## src/design/dtc_pkg.sv

```systemverilog
// Shared types, widths and register codes for the dense-to-COO slice encoder.
`default_nettype none
package dtc_pkg;

   // Field widths
   localparam int SIZE_W     = 16;
   localparam int ELEM_W     = 32;
   localparam int NUM_DIMS   = 4;
   localparam int MAX_DIMS   = 4;
   localparam int DIM_LIMIT  = (MAX_DIMS < NUM_DIMS) ? MAX_DIMS : NUM_DIMS;
   localparam int SPARSE_W   = 3;
   localparam int EW_W       = 2;
   localparam int LEN_W      = 48;
   localparam int MUL_A_W    = 32;
   localparam int CSR_IDX_W  = 3;
   localparam int CSR_DATA_W = 16;

   // Default buffer depth
   localparam int SLICE_DEPTH_DEF = 64;

   // Register indexes
   localparam logic [CSR_IDX_W-1:0] CSR_SIZE_DIM0   = 3'd0;
   localparam logic [CSR_IDX_W-1:0] CSR_SIZE_DIM1   = 3'd1;
   localparam logic [CSR_IDX_W-1:0] CSR_SIZE_DIM2   = 3'd2;
   localparam logic [CSR_IDX_W-1:0] CSR_SIZE_DIM3   = 3'd3;
   localparam logic [CSR_IDX_W-1:0] CSR_SPARSE_DIMS = 3'd4;
   localparam logic [CSR_IDX_W-1:0] CSR_ELEM_WIDTH  = 3'd5;
   localparam logic [CSR_IDX_W-1:0] CSR_FLOAT_MODE  = 3'd6;

   // Element width codes
   localparam logic [EW_W-1:0] EW_8  = 2'd0;
   localparam logic [EW_W-1:0] EW_16 = 2'd1;

   // Reset values
   localparam logic [SPARSE_W-1:0] SPARSE_DIMS_RST = 3'd4;
   localparam logic [EW_W-1:0]     ELEM_WIDTH_RST  = 2'd2;

   typedef logic [NUM_DIMS-1:0][SIZE_W-1:0] coord_vec_type;

   // Per-slice tag handed to the emitter at the end of a slice
   typedef struct packed {
      logic          start;
      logic          overflow;
      coord_vec_type coords;
   } slice_tag_type;

endpackage
`default_nettype wire

```

## src/design/dtc_len_calc.sv

```systemverilog
// Slice length unit: one shared multiplier stepped over the dense dimensions.
`default_nettype none
module dtc_len_calc (
   input  wire logic                                 clock,
   input  wire logic                                 reset,
   input  wire logic                                 start,
   input  wire dtc_pkg::coord_vec_type               size_eff,
   input  wire logic [dtc_pkg::SPARSE_W-1:0]         num_sparse,
   output logic                                      busy,
   output logic [dtc_pkg::LEN_W-1:0]                 slice_len
);
   import dtc_pkg::*;

   logic [LEN_W-1:0]  acc_ff, acc_in;
   logic [1:0]        step_ff, step_in;
   logic              busy_ff, busy_in;
   logic [1:0]        dim_idx;
   logic [SIZE_W-1:0] factor;
   logic [LEN_W-1:0]  prod;

   // Pick the factor for this step: innermost dimension first
   always_comb begin
      dim_idx = 2'd3 - step_ff;
      factor  = ({1'b0, dim_idx} >= num_sparse) ? size_eff[dim_idx] : SIZE_W'(1);
      prod    = acc_ff[MUL_A_W-1:0] * factor;
   end

   // Restart on any register write, otherwise advance one dimension a cycle
   always_comb begin
      acc_in  = acc_ff;
      step_in = step_ff;
      busy_in = busy_ff;
      if (start) begin
         acc_in  = LEN_W'(1);
         step_in = 2'd0;
         busy_in = 1'b1;
      end else if (busy_ff) begin
         acc_in  = prod;
         step_in = step_ff + 2'd1;
         if (step_ff == 2'd2) begin
            busy_in = 1'b0;
         end
      end
   end

   always_ff @(posedge clock) begin
      if (reset) begin
         acc_ff  <= LEN_W'(1);
         step_ff <= 2'd0;
         busy_ff <= 1'b0;
      end else begin
         acc_ff  <= acc_in;
         step_ff <= step_in;
         busy_ff <= busy_in;
      end
   end

   assign busy      = busy_ff;
   assign slice_len = acc_ff;

endmodule
`default_nettype wire

```

## src/design/dtc_slice_buf.sv

```systemverilog
// Slice buffer: one write port, one read port with registered read data.
`default_nettype none
module dtc_slice_buf #(
   parameter int SLICE_DEPTH = dtc_pkg::SLICE_DEPTH_DEF,
   parameter int ADDR_W      = (SLICE_DEPTH > 1) ? $clog2(SLICE_DEPTH) : 1
) (
   input  wire logic                        clock,
   input  wire logic                        wr_en,
   input  wire logic [ADDR_W-1:0]           wr_addr,
   input  wire logic [dtc_pkg::ELEM_W-1:0]  wr_data,
   input  wire logic                        rd_en,
   input  wire logic [ADDR_W-1:0]           rd_addr,
   output logic [dtc_pkg::ELEM_W-1:0]       rd_data
);
   import dtc_pkg::*;

   logic [ELEM_W-1:0] mem [SLICE_DEPTH];
   logic [ELEM_W-1:0] rd_data_ff;

   // Store incoming elements
   always_ff @(posedge clock) begin
      if (wr_en) begin
         mem[wr_addr] <= wr_data;
      end
   end

   // Read into the data register
   always_ff @(posedge clock) begin
      if (rd_en) begin
         rd_data_ff <= mem[rd_addr];
      end
   end

   assign rd_data = rd_data_ff;

endmodule
`default_nettype wire

```

## src/design/dtc_emit.sv

```systemverilog
// Slice emitter: drains buffer into result register, one a cycle unless stalled.
`default_nettype none
module dtc_emit #(
   parameter int SLICE_DEPTH = dtc_pkg::SLICE_DEPTH_DEF,
   parameter int ADDR_W      = (SLICE_DEPTH > 1) ? $clog2(SLICE_DEPTH) : 1,
   parameter int CNT_W       = $clog2(SLICE_DEPTH + 1)
) (
   input  wire logic                        clock,
   input  wire logic                        reset,
   input  wire dtc_pkg::slice_tag_type      tag,
   input  wire logic [CNT_W-1:0]            count,
   output logic                             busy,
   output logic                             rd_en,
   output logic [ADDR_W-1:0]                rd_addr,
   input  wire logic [dtc_pkg::ELEM_W-1:0]  rd_data,
   output logic                             rsp_valid,
   input  wire logic                        rsp_ready,
   output dtc_pkg::coord_vec_type           rsp_coords,
   output logic [dtc_pkg::ELEM_W-1:0]       rsp_value,
   output logic                             rsp_last,
   output logic                             rsp_overflow
);
   import dtc_pkg::*;

   logic             busy_ff, busy_in;
   logic [CNT_W-1:0] idx_ff, idx_in;
   logic [CNT_W-1:0] cnt_ff;
   logic             ovf_ff;
   coord_vec_type    coords_ff;
   logic             rd_valid_ff, rd_valid_in;
   logic             rd_last_ff;
   logic             rsp_valid_ff, rsp_valid_in;
   coord_vec_type    rsp_coords_ff;
   logic [ELEM_W-1:0] rsp_value_ff;
   logic             rsp_last_ff;
   logic             rsp_ovf_ff;
   logic             load;
   logic             issue;
   logic             all_issued;

   // Move read data into the result register when it is free
   always_comb begin
      load       = rd_valid_ff && (!rsp_valid_ff || rsp_ready);
      all_issued = (idx_ff == cnt_ff);
      issue      = busy_ff && !all_issued && (!rd_valid_ff || load);
   end

   // Sequence the drain
   always_comb begin
      busy_in     = busy_ff;
      idx_in      = idx_ff;
      rd_valid_in = rd_valid_ff;
      if (tag.start) begin
         busy_in = 1'b1;
         idx_in  = '0;
      end else begin
         if (issue) begin
            idx_in = idx_ff + CNT_W'(1);
         end
         if (busy_ff && all_issued && (!rd_valid_ff || load)) begin
            busy_in = 1'b0;
         end
      end
      if (issue) begin
         rd_valid_in = 1'b1;
      end else if (load) begin
         rd_valid_in = 1'b0;
      end
      if (load) begin
         rsp_valid_in = 1'b1;
      end else if (rsp_ready) begin
         rsp_valid_in = 1'b0;
      end else begin
         rsp_valid_in = rsp_valid_ff;
      end
   end

   always_ff @(posedge clock) begin
      if (reset) begin
         busy_ff      <= 1'b0;
         idx_ff       <= '0;
         rd_valid_ff  <= 1'b0;
         rsp_valid_ff <= 1'b0;
      end else begin
         busy_ff      <= busy_in;
         idx_ff       <= idx_in;
         rd_valid_ff  <= rd_valid_in;
         rsp_valid_ff <= rsp_valid_in;
      end
   end

   // Hold the slice tag for the whole drain
   always_ff @(posedge clock) begin
      if (tag.start) begin
         cnt_ff    <= count;
         ovf_ff    <= tag.overflow;
         coords_ff <= tag.coords;
      end
      if (issue) begin
         rd_last_ff <= ((idx_ff + CNT_W'(1)) == cnt_ff);
      end
      if (load) begin
         rsp_coords_ff <= coords_ff;
         rsp_value_ff  <= rd_data;
         rsp_last_ff   <= rd_last_ff;
         rsp_ovf_ff    <= ovf_ff;
      end
   end

   assign busy         = busy_ff;
   assign rd_en        = issue;
   assign rd_addr      = idx_ff[ADDR_W-1:0];
   assign rsp_valid    = rsp_valid_ff;
   assign rsp_coords   = rsp_coords_ff;
   assign rsp_value    = rsp_value_ff;
   assign rsp_last     = rsp_last_ff;
   assign rsp_overflow = rsp_ovf_ff;

endmodule
`default_nettype wire

```

## src/design/dense_to_coo_sparse_encoder_core.sv

```systemverilog
// Dense-to-COO slice encoder top level.
//
// Dense elements arrive on the req_ channel, one per transaction, in row-major
// order with dimension 3 fastest. The leading sparse dimensions select a slice;
// the first SLICE_DEPTH elements of a slice are stored in a buffer. On the last
// element of a slice that holds any nonzero element, the stored elements leave
// on the rsp_ channel, each tagged with the slice's sparse coordinates.
// Input: one element per cycle while a slice fills, outside csr_ writes and
// length updates. After a slice with a nonzero element the block drains
// min(length, SLICE_DEPTH) results at one a cycle while the receiver accepts;
// the first result passes the emitter's busy, read data and result registers,
// and req_ready returns once the last read is loaded into the result register.
// The buffer read port sets the drain rate. A write on the csr_ port restarts
// the slice length unit, a shared 32x16 multiplier stepped over the three
// inner dimensions: req_ready is low in that cycle and while the unit is busy.
// Reset clears the slice state and coordinates and loads the register reset
// values; no buffer clearing pass is needed. When the receiver stalls, the
// result register holds and the drain pauses.
`default_nettype none
module dense_to_coo_sparse_encoder_core #(
   parameter int SLICE_DEPTH = dtc_pkg::SLICE_DEPTH_DEF
) (
   input  wire logic                             clock,
   input  wire logic                             reset,
   input  wire logic                             req_valid,
   output logic                                  req_ready,
   input  wire logic [dtc_pkg::ELEM_W-1:0]       req_elem_value,
   output logic                                  rsp_valid,
   input  wire logic                             rsp_ready,
   output logic [dtc_pkg::SIZE_W-1:0]            rsp_coord0,
   output logic [dtc_pkg::SIZE_W-1:0]            rsp_coord1,
   output logic [dtc_pkg::SIZE_W-1:0]            rsp_coord2,
   output logic [dtc_pkg::SIZE_W-1:0]            rsp_coord3,
   output logic [dtc_pkg::ELEM_W-1:0]            rsp_out_value,
   output logic                                  rsp_slice_last,
   output logic                                  rsp_slice_overflow,
   input  wire logic                             csr_wr_en,
   input  wire logic [dtc_pkg::CSR_IDX_W-1:0]    csr_addr,
   input  wire logic [dtc_pkg::CSR_DATA_W-1:0]   csr_wdata
);
   import dtc_pkg::*;

   localparam int ADDR_W = (SLICE_DEPTH > 1) ? $clog2(SLICE_DEPTH) : 1;
   localparam int CNT_W  = $clog2(SLICE_DEPTH + 1);

   // Configuration registers
   coord_vec_type       size_ff;
   logic [SPARSE_W-1:0] sparse_dims_ff;
   logic [EW_W-1:0]     elem_width_ff;
   logic                float_mode_ff;

   // Slice state
   logic [LEN_W-1:0]    pos_ff, pos_in;
   logic                any_nz_ff, any_nz_in;
   logic                ovf_ff, ovf_in;
   coord_vec_type       coord_ff, coord_in;

   coord_vec_type       size_eff;
   logic [SPARSE_W-1:0] num_sparse;
   logic                calc_busy;
   logic [LEN_W-1:0]    slice_len;
   logic                emit_busy;
   logic                accept;
   logic [ELEM_W-1:0]   mask, top_bit, masked, test_val;
   logic [LEN_W-1:0]    pos_next;
   logic                in_depth;
   logic                slice_end;
   logic                any_nz_next;
   logic                ovf_next;
   logic                carry;
   logic [SIZE_W:0]     digit_inc;
   slice_tag_type       tag;
   logic [CNT_W-1:0]    emit_count;
   coord_vec_type       rsp_coords;
   logic                rd_en;
   logic [ADDR_W-1:0]   rd_addr;
   logic [ELEM_W-1:0]   rd_data;

   // Write configuration registers
   always_ff @(posedge clock) begin
      if (reset) begin
         for (int i = 0; i < NUM_DIMS; i++) begin
            size_ff[i] <= SIZE_W'(1);
         end
         sparse_dims_ff <= SPARSE_DIMS_RST;
         elem_width_ff  <= ELEM_WIDTH_RST;
         float_mode_ff  <= 1'b0;
      end else if (csr_wr_en) begin
         case (csr_addr)
            CSR_SIZE_DIM0:   size_ff[0]     <= csr_wdata;
            CSR_SIZE_DIM1:   size_ff[1]     <= csr_wdata;
            CSR_SIZE_DIM2:   size_ff[2]     <= csr_wdata;
            CSR_SIZE_DIM3:   size_ff[3]     <= csr_wdata;
            CSR_SPARSE_DIMS: sparse_dims_ff <= csr_wdata[SPARSE_W-1:0];
            CSR_ELEM_WIDTH:  elem_width_ff  <= csr_wdata[EW_W-1:0];
            CSR_FLOAT_MODE:  float_mode_ff  <= csr_wdata[0];
            default: ;
         endcase
      end
   end

   // Effective extents and sparse dimension count
   always_comb begin
      for (int i = 0; i < NUM_DIMS; i++) begin
         if (i >= DIM_LIMIT || size_ff[i] == '0) begin
            size_eff[i] = SIZE_W'(1);
         end else begin
            size_eff[i] = size_ff[i];
         end
      end
      if (sparse_dims_ff == '0) begin
         num_sparse = SPARSE_W'(1);
      end else if (sparse_dims_ff > SPARSE_W'(DIM_LIMIT)) begin
         num_sparse = SPARSE_W'(DIM_LIMIT);
      end else begin
         num_sparse = sparse_dims_ff;
      end
   end

   dtc_len_calc u_len_calc (
      .clock      (clock),
      .reset      (reset),
      .start      (csr_wr_en),
      .size_eff   (size_eff),
      .num_sparse (num_sparse),
      .busy       (calc_busy),
      .slice_len  (slice_len)
   );

   assign req_ready = !calc_busy && !emit_busy && !csr_wr_en;
   assign accept    = req_valid && req_ready;

   // Mask the element and test it
   always_comb begin
      case (elem_width_ff)
         EW_8: begin
            mask    = ELEM_W'(32'h0000_00FF);
            top_bit = ELEM_W'(32'h0000_0080);
         end
         EW_16: begin
            mask    = ELEM_W'(32'h0000_FFFF);
            top_bit = ELEM_W'(32'h0000_8000);
         end
         default: begin
            mask    = ELEM_W'(32'hFFFF_FFFF);
            top_bit = ELEM_W'(32'h8000_0000);
         end
      endcase
      masked      = req_elem_value & mask;
      test_val    = float_mode_ff ? (masked & ~top_bit) : masked;
      any_nz_next = any_nz_ff || (test_val != '0);
      in_depth    = (pos_ff < LEN_W'(SLICE_DEPTH));
      ovf_next    = ovf_ff || !in_depth;
      pos_next    = pos_ff + LEN_W'(1);
      slice_end   = (pos_next >= slice_len);
      if (pos_next < LEN_W'(SLICE_DEPTH)) begin
         emit_count = pos_next[CNT_W-1:0];
      end else begin
         emit_count = CNT_W'(SLICE_DEPTH);
      end
   end

   // Advance the odometer, last sparse dimension fastest
   always_comb begin
      coord_in  = coord_ff;
      carry     = 1'b1;
      digit_inc = '0;
      for (int d = NUM_DIMS - 1; d >= 0; d--) begin
         digit_inc = {1'b0, coord_ff[d]} + (SIZE_W + 1)'(1);
         if ((SPARSE_W'(d) < num_sparse) && carry) begin
            if (digit_inc >= {1'b0, size_eff[d]}) begin
               coord_in[d] = '0;
            end else begin
               coord_in[d] = digit_inc[SIZE_W-1:0];
               carry       = 1'b0;
            end
         end
      end
   end

   // Build the slice tag for the emitter
   always_comb begin
      tag.start    = accept && slice_end && any_nz_next;
      tag.overflow = ovf_next;
      for (int d = 0; d < NUM_DIMS; d++) begin
         tag.coords[d] = (SPARSE_W'(d) < num_sparse) ? coord_ff[d] : '0;
      end
   end

   // Update slice state per accepted transaction
   always_comb begin
      pos_in    = pos_ff;
      any_nz_in = any_nz_ff;
      ovf_in    = ovf_ff;
      if (accept) begin
         if (slice_end) begin
            pos_in    = '0;
            any_nz_in = 1'b0;
            ovf_in    = 1'b0;
         end else begin
            pos_in    = pos_next;
            any_nz_in = any_nz_next;
            ovf_in    = ovf_next;
         end
      end
   end

   always_ff @(posedge clock) begin
      if (reset) begin
         pos_ff    <= '0;
         any_nz_ff <= 1'b0;
         ovf_ff    <= 1'b0;
         coord_ff  <= '0;
      end else begin
         pos_ff    <= pos_in;
         any_nz_ff <= any_nz_in;
         ovf_ff    <= ovf_in;
         if (accept && slice_end) begin
            coord_ff <= coord_in;
         end
      end
   end

   dtc_slice_buf #(
      .SLICE_DEPTH (SLICE_DEPTH),
      .ADDR_W      (ADDR_W)
   ) u_slice_buf (
      .clock   (clock),
      .wr_en   (accept && in_depth),
      .wr_addr (pos_ff[ADDR_W-1:0]),
      .wr_data (masked),
      .rd_en   (rd_en),
      .rd_addr (rd_addr),
      .rd_data (rd_data)
   );

   dtc_emit #(
      .SLICE_DEPTH (SLICE_DEPTH),
      .ADDR_W      (ADDR_W),
      .CNT_W       (CNT_W)
   ) u_emit (
      .clock        (clock),
      .reset        (reset),
      .tag          (tag),
      .count        (emit_count),
      .busy         (emit_busy),
      .rd_en        (rd_en),
      .rd_addr      (rd_addr),
      .rd_data      (rd_data),
      .rsp_valid    (rsp_valid),
      .rsp_ready    (rsp_ready),
      .rsp_coords   (rsp_coords),
      .rsp_value    (rsp_out_value),
      .rsp_last     (rsp_slice_last),
      .rsp_overflow (rsp_slice_overflow)
   );

   assign rsp_coord0 = rsp_coords[0];
   assign rsp_coord1 = rsp_coords[1];
   assign rsp_coord2 = rsp_coords[2];
   assign rsp_coord3 = rsp_coords[3];

endmodule
`default_nettype wire
```

## config.mk

```make
export PLATFORM = sky130hd
export DESIGN_NAME = dense_to_coo_sparse_encoder_core
export DESIGN_NICKNAME = d
export VERILOG_FILES = /design/src/design/dtc_pkg.sv /design/src/design/dtc_len_calc.sv /design/src/design/dtc_slice_buf.sv /design/src/design/dtc_emit.sv /design/src/design/dense_to_coo_sparse_encoder_core.sv
export SDC_FILE = /design/constraint.sdc
export NUM_CORES = 2
export LEC_CHECK = 0
export BUFFER_PORTS_ARGS = -buffer_cell sky130_fd_sc_hd__buf_2
export CORE_MARGIN = 2
export CORE_UTILIZATION = 50
export DETAILED_ROUTE_END_ITERATION = 10
export PLACE_DENSITY = 0.77
export SLEW_MARGIN = 5
export SYNTH_ARGS = -nofsm -noshare
export SYNTH_HDL_FRONTEND = slang
export SYNTH_SLANG_ARGS = --single-unit
export TNS_END_PERCENT = 100
```

## constraint.sdc

```tcl
create_clock -name clock -period 10.15 [get_ports clock]
set_clock_uncertainty 0.15 [all_clocks]
set_input_delay 1.015 -clock clock [delete_from_list [all_inputs] [get_ports clock]]
set_output_delay 1.015 -clock clock [all_outputs]
set_load 0.05 [all_outputs]
```

After elaboration in Yosys (flattened, before gate mapping)
Memories as Yosys holds them, arrays and structs flattened. A register that Yosys moved wholly into a read port is not among the register bits.
Index checks and enable logic that the tools add are counted.
{"block": "classes", "bitwise": 3, "magnitude_cmp": 14, "muxes": 36, "n_eq_ne": 10, "mul": 1, "n_addsub": 8, "reduce_logical": 49}
{"cell": "16-bit two-way mux", "count": 10}
{"cell": "32-bit one-hot mux with 2 select lines", "count": 2}
{"cell": "48-bit by 7-bit < comparator with 1-bit output, second input constant", "count": 2}
{"cell": "16-bit by 1-bit adder with 17-bit output, second input constant", "count": 4}
{"cell": "17-bit by 16-bit greater-or-equal comparator with 1-bit output", "count": 4}
{"cell": "32-bit AND", "count": 2}
{"cell": "16-bit logical NOT", "count": 4}
{"cell": "48-bit by 1-bit adder with 48-bit output, second input constant", "count": 1}
{"cell": "48-bit greater-or-equal comparator", "count": 1}
{"cell": "32-bit by 16-bit multiplier with 48-bit output", "count": 1}
{"cell": "48-bit two-way mux", "count": 1}
{"cell": "16-bit binary-select mux with 2-bit select", "count": 1}
{"cell": "32-bit two-way mux", "count": 1}
{"cell": "32-bit NOT", "count": 1}
{"cell": "32-bit nonzero test", "count": 1}
{"cell": "2-bit AND reduction", "count": 11}
{"cell": "1-bit two-way mux", "count": 19}
{"cell": "7-bit equality test", "count": 2}
{"cell": "1-bit logical AND", "count": 14}
{"cell": "3-bit equality test, second input constant", "count": 3}
{"cell": "7-bit by 1-bit adder with 7-bit output, second input constant", "count": 1}
{"cell": "1-bit logical NOT", "count": 7}
{"cell": "3-bit by 2-bit equality test with 1-bit output, second input constant", "count": 2}
{"cell": "3-bit logical NOT", "count": 2}
{"cell": "15 further kinds", "count": 24}
{"block": "totals", "inputBits": 56, "mem_bits_rw": 2048, "reg_bits": 416, "n_memories": 1}
{"name": "u_slice_buf.mem", "depth": 64, "width": 32, "rd": 1, "rd_ports_with_merged_regs": 1, "write_ports": 1, "line": "dtc_slice_buf.sv:17", "rtl": "logic [ELEM_W-1:0] mem [SLICE_DEPTH];"}

Logic depth before layout (Yosys ltp)
{"block": "logic_depth", "word_depth": 11, "ltp_mapped": 34, "ltp_nobuf": 31}

Modules after synthesis
Synthesis repeated with hierarchy kept, for this count alone.
{"block": "unflattened", "cells_unflattened": 7597, "hier_area_um2": 117058.5}
{"mod": "dtc_slice_buf", "n_inst": 1, "area_per_inst_um2": 78835.6, "cells_per_inst": 3324}
{"mod": "dtc_len_calc", "n_inst": 1, "area_per_inst_um2": 18487.7, "cells_per_inst": 2108}
{"mod": "dense_to_coo_sparse_encoder_core", "n_inst": 1, "area_per_inst_um2": 13948.4, "cells_per_inst": 1913}
{"mod": "dtc_emit", "n_inst": 1, "area_per_inst_um2": 5786.8, "cells_per_inst": 252}

Least setup slack after synthesis
OpenSTA, ideal clock, no wires.
{"block": "synth_path", "path_kind": "register to register", "from": "register u_len_calc.step_ff[1]", "to": "register u_len_calc.acc_ff[43], in the netlist u_len_calc.slice_len[43]", "required_ps": 9894, "path_buffers": 5, "arrival_time_ps": 7883, "path_slack_ps": 2011, "period_less_slack_ps": 8139, "stages_incl_launch_ff": 32, "path_cell_list": "dfxtp_1 clkbuf_1 buf_1 inv_1 ha_1 a21oi_1 or2_2 clkbuf_1 nor2b_1 clkbuf_1 nand2_1 fa_1 inv_1 fa_1 fa_1 fa_1 fa_1 inv_1 fa_1 inv_1 ha_1 clkbuf_1 a21o_1 a21o_1 a21o_1 a21o_1 a221oi_1 o21ai_0 a31oi_1 o21ai_0 or3_1 o311ai_0"}
{"block": "synth_via", "elab_chain_cells": 5}
{"item": "from (decl)", "line": "dtc_len_calc.sv:15", "rtl": "logic [1:0] step_ff, step_in;"}
{"item": "from (signal assigned)", "line": "dtc_len_calc.sv:53", "rtl": "step_ff <= step_in;"}
{"item": "2-bit subtractor (*)", "line": "dtc_len_calc.sv:23", "rtl": "dim_idx = 2'd3 - step_ff;"}
{"item": "16-bit binary-select mux with 2-bit select", "line": "dtc_len_calc.sv:24", "rtl": "factor = ({1'b0, dim_idx} >= num_sparse) ? size_eff[dim_idx] : SIZE_W'(1);"}
{"item": "16-bit two-way mux (not written as such)", "line": "dtc_len_calc.sv:24"}
{"item": "16-bit two-way mux (*)", "line": "dtc_len_calc.sv:24"}
{"item": "32-bit by 16-bit multiplier with 48-bit output (*)", "line": "dtc_len_calc.sv:25", "rtl": "prod = acc_ff[MUL_A_W-1:0] * factor;"}
{"item": "to (signal assigned)", "line": "dtc_len_calc.sv:52", "rtl": "acc_ff <= acc_in;"}
{"item": "to (decl)", "line": "dtc_len_calc.sv:14", "rtl": "logic [LEN_W-1:0] acc_ff, acc_in;"}
Every way passes the cells marked *; elsewhere a longest branch is shown, timed or not. The select of a mux whose other input is x is not followed.
A chain may end at the register's enable or synchronous reset.

Final worst setup path
{"block": "layout_path", "from": "register sparse_dims_ff[2]", "to": "register u_len_calc.acc_ff[43], in the netlist u_len_calc.slice_len[43]"}
{"block": "layout_via", "elab_chain_cells": 6}
{"item": "from (decl)", "line": "dense_to_coo_sparse_encoder_core.sv:48", "rtl": "logic [SPARSE_W-1:0] sparse_dims_ff;"}
{"item": "from (signal assigned)", "line": "dense_to_coo_sparse_encoder_core.sv:94", "rtl": "CSR_SPARSE_DIMS: sparse_dims_ff <= csr_wdata[SPARSE_W-1:0];"}
{"item": "3-bit > comparator", "line": "dense_to_coo_sparse_encoder_core.sv:113", "rtl": "end else if (sparse_dims_ff > SPARSE_W'(DIM_LIMIT)) begin"}
{"item": "3-bit two-way mux", "line": "dense_to_coo_sparse_encoder_core.sv:113"}
{"item": "3-bit two-way mux (*)", "line": "dense_to_coo_sparse_encoder_core.sv:111", "rtl": "if (sparse_dims_ff == '0) begin"}
{"item": "2-bit by 3-bit greater-or-equal comparator with 1-bit output (*)", "line": "dtc_len_calc.sv:24"}
{"item": "16-bit two-way mux (*)", "line": "dtc_len_calc.sv:24"}
{"item": "32-bit by 16-bit multiplier with 48-bit output (*)", "line": "dtc_len_calc.sv:25"}
Every way passes the cells marked *; elsewhere a longest branch is shown, timed or not.

==> out/results.ini <==
[timing]
post-route-worst-setup-slack_ns = 0.637
layout_worst_path_cycle_share_pct = 93.7
setup-tns-final_ns = 0
unrepaired_setup_endpoints_after_global_routing = false
worst-slew-pin-transition_ns = 1.31
slew_headroom_pct = 12.1
report.final.slew_viol_count = 0
report.final.setup_viol = 0
fin_crit_ns = 9.51
fmaxAchievable_ghz = 0.105
hold_viol = 0

[yosys]
synth_area_per_cell_sq_um = 16.2
post_synth_fa_ha_maj_area_fraction_pct = 9.83
synth_warnings = 0
synth_xor_area_share_pct = 1.24
synthesis.instances = 7146
synth-main-ff-cell = sky130_fd_sc_hd__edfxtp_1
ys_seq_elements = 2496
ys_seq_area_share_pct = 62.5
synth-simple-area-share_pct = 6.68
asyncSetResetFlopFracSynth_pct = 0
post_synth_edffs = 2251
muxShareOfSynthArea_pct = 13.7
synth_compound_area_share_pct = 2.86
netlist-cell-type-count = 76
postSynthNetCount = 7861
syn_area_sq_um = 116000
largest_family_of_logic_cells_by_synthesized_area = multiplexers

[finish]
layout-drive-gt1-share_pct = 19.9
post-route-cell-area_sq_um = 129000
layoutNonFillerInstCount = 10500
layout.cells.most_common_list = sky130_fd_sc_hd__edfxtp_1, sky130_fd_sc_hd__mux4_2, sky130_fd_sc_hd__nand2_1
sequential_cell_area_sq_um = 72500
layout.cells.most_common = sky130_fd_sc_hd__edfxtp_1
layout.core_utilization_pct = 55.9
fillerInstances = 17000
area_used_by_multi_input_combinational_logic_sq_um = 40400
final_nets = 8021
syn2layout_area_growth_pct = 11.0

[setup_path]
reg2reg_slack_ns = 0.64
timing.critical_path.required_ns = 10.74
setup.worst_path.start_class = flop
timing.critical_path.fanout_max = 24
worstSetupEndpointType = flop
critPathArrivalTime_ns = 10.10
slowest_delay_ns = 0.77
cp.depth = 28
crit-reg2reg-launch = sparse_dims_ff[2]
critical_path.n_buffers_inverters = 4
worst_path_cell_with_the_longest_stage_delay = sky130_fd_sc_hd__nor2b_2
crit_type = flop to flop
critical-path-top-delay-family = adder cells
regToRegEndpoint = u_len_calc.slice_len[43]
cp_common_cell = sky130_fd_sc_hd__fa_1
ff2ff_path_depth = 28

[place]
placement.cell_area_sq_um = 121000
dp.final_hpwl_microns = 182000
count_of_port_buffers_added_during_placement = 155
placed_cells_incl_taps = 10100
place_worst_setup_slack_ns = 0.790
gp_congestion = 0.910

[drt]
routed-wl-met3_microns = 34300
routedWlPerCell_microns = 30.8
route.top_layer_used = met5
routed_wl_microns = 324000
detail_route.iter0.violations = 9310
antenna_left = 0
first_pass_iters = 7
drc_errors = 0
met2_wirelength_microns = 158000
routed_via_density = 6.37
wl_met1_microns = 114000
routed-via-count = 67100

[floorplan]
die_height_microns = 486
core_area_sq_um = 230000
start_util_pct = 50.3
die_area_sq_um = 236000
die_width_microns = 486
core.rowCount = 176
top_level_ports = 156

[global_routing]
grt_start_max_net_pins = 126
grt.overflow.total = 0
gr-usage-all-layers_pct = 27.5
grt_antenna_before_repair = 7
first_global_vias = 68000
grt_pass1_wl_microns = 470000

[min_path]
timing.hold.worst.class = flop to flop
whs_endpoint = u_emit.rsp_coords[30]
holdCritStartpoint = u_emit.coords_ff[30]
worstHoldPathCells = 0

[clock_network]
clock_tree.htree_level_count = 4
cts-buffers-inserted = 229
worstSkewPairLatency_ns = 0.89
cts_hold_repair.buffers = 0
clock_tree.root_cell = sky130_fd_sc_hd__clkbuf_16
ctsLongestPathBuffers = 3
clk_transition_reported_paths_ns = 0.06
ctsResizeCount = 0
cts_tree = yes
cts_setup_buffers = 0
clock-sinks = 2496

[power]
p_leak_uw = 0.0435
power.density_cell_area_nw_per_um2 = 164
peakVddDrop_mv = 0.249

[run]
cap_viol_max_count = 0

[outcome]
result_of_the_run = completed

-- worst reg2reg max path, delay by kind of cell, from the launching register on --
kind / cells / cell delay [ns]
adders and majority gates: 8 / 3.73
AOI/OAI and AO/OA: 10 / 2.36
and+or+nand+nor: 6 / 2.10
DFF: 1 / 0.74
buffers and inverters: 4 / 0.31
-- final cells by class --
class                           count  area share (%)
Antenna cell                        7          0.0136
Clock buffer                      287            4.65
Inverter                          585            1.71
Multi-Input combinational cell   3675            31.4
Timing Repair Buffer              319            1.67
Sequential cell                  2496            56.4
Clock inverter                    139            1.29
Tap cell                         3026            2.94
-- cell usage after synthesis (39+ instances only) --
| cell | n | area, sq um |
|---|---|---|
| sky130_fd_sc_hd__a21o_1 | 72 | 541 |
| sky130_fd_sc_hd__nor2b_1 | 70 | 438 |
| sky130_fd_sc_hd__clkbuf_1 | 310 | 1160 |
| sky130_fd_sc_hd__buf_1 | 65 | 244 |
| sky130_fd_sc_hd__xnor2_1 | 85 | 744 |
| sky130_fd_sc_hd__nand4_1 | 43 | 269 |
| sky130_fd_sc_hd__ha_1 | 241 | 3020 |
| sky130_fd_sc_hd__o21ai_0 | 116 | 581 |
| sky130_fd_sc_hd__inv_1 | 585 | 2200 |
| sky130_fd_sc_hd__and2_1 | 261 | 1630 |
| sky130_fd_sc_hd__a21oi_1 | 209 | 1050 |
| sky130_fd_sc_hd__mux4_2 | 676 | 15200 |
| sky130_fd_sc_hd__nor2_1 | 218 | 818 |
| sky130_fd_sc_hd__fa_1 | 418 | 8370 |
| sky130_fd_sc_hd__nor3_1 | 49 | 245 |
| sky130_fd_sc_hd__xor2_1 | 79 | 692 |
| sky130_fd_sc_hd__nand2_1 | 609 | 2290 |
| sky130_fd_sc_hd__nand3_1 | 125 | 626 |
| sky130_fd_sc_hd__dfxtp_1 | 245 | 4900 |
| sky130_fd_sc_hd__mux2i_1 | 51 | 510 |
| sky130_fd_sc_hd__edfxtp_1 | 2251 | 67600 |
| sky130_fd_sc_hd__nor4_1 | 39 | 244 |
-- kinds of logic after synthesis --
family	after synthesis
adders and majority gates	660
and+or+nand+nor	1575
xor gates and xnor gates	164
muxes	739
DFF	2496
buffers and inverters	975
AOI/OAI and AO/OA	537
-- metrics by stage --
stage / hold WS (ns) / power, uW
6_report: 0.241 / 21100
5_1_grt: 0.243 / 21600
2_1_floorplan: 0.250 / 12100
4_1_cts: 0.237 / 21200
3_5_place_dp: 0.255 / 12400
3_3_place_gp: 0.254 / 12400
-- per-layer routing --
| layer | up-vias | GRT usage (%) |
|---|---|---|
| li1 | 26900 | - |
| met2 | 4570 | 45.1 |
| met3 | 929 | 6.27 |
| met4 | 2 | 13.5 |
| met5 | - | 0 |
| met1 | 34600 | 34.6 |
-- registers in the layout, indices dropped and copies added, names as in the netlist, 32 cells and up --
| signal | count |
|---|---|
| u_len_calc.slice_len | 48 |
| u_slice_buf.rd_data | 32 |
| pos_ff | 48 |
| u_slice_buf.mem | 2048 |
| u_emit.coords_ff | 64 |
| coord_ff | 64 |
| u_emit.rsp_coords | 64 |
| u_emit.rsp_value | 32 |
| size_ff | 64 |
-- worst max-delay path by stage --
stage	to	slack (ns)	from
after floorplan	u_len_calc.slice_len[43]	2.01	u_len_calc.step_ff[1]
final	u_len_calc.slice_len[43]	0.64	sparse_dims_ff[2]
after CTS	u_len_calc.slice_len[43]	0.77	sparse_dims_ff[2]
after global routing	u_len_calc.slice_len[43]	0.18	sparse_dims_ff[2]
after global placement	u_len_calc.slice_len[43]	0.96	sparse_dims_ff[2]
after detailed placement	u_len_calc.slice_len[43]	0.79	sparse_dims_ff[2]
-- report_power, final --
group / leakage, uW / internal [uW] / switching (uW)
clock network: 0.00370 / 4930 / 3960
logic: 0.0174 / 336 / 596
registers: 0.0223 / 11300 / 40.0
Note: power is estimated with default switching activity, not from simulation.
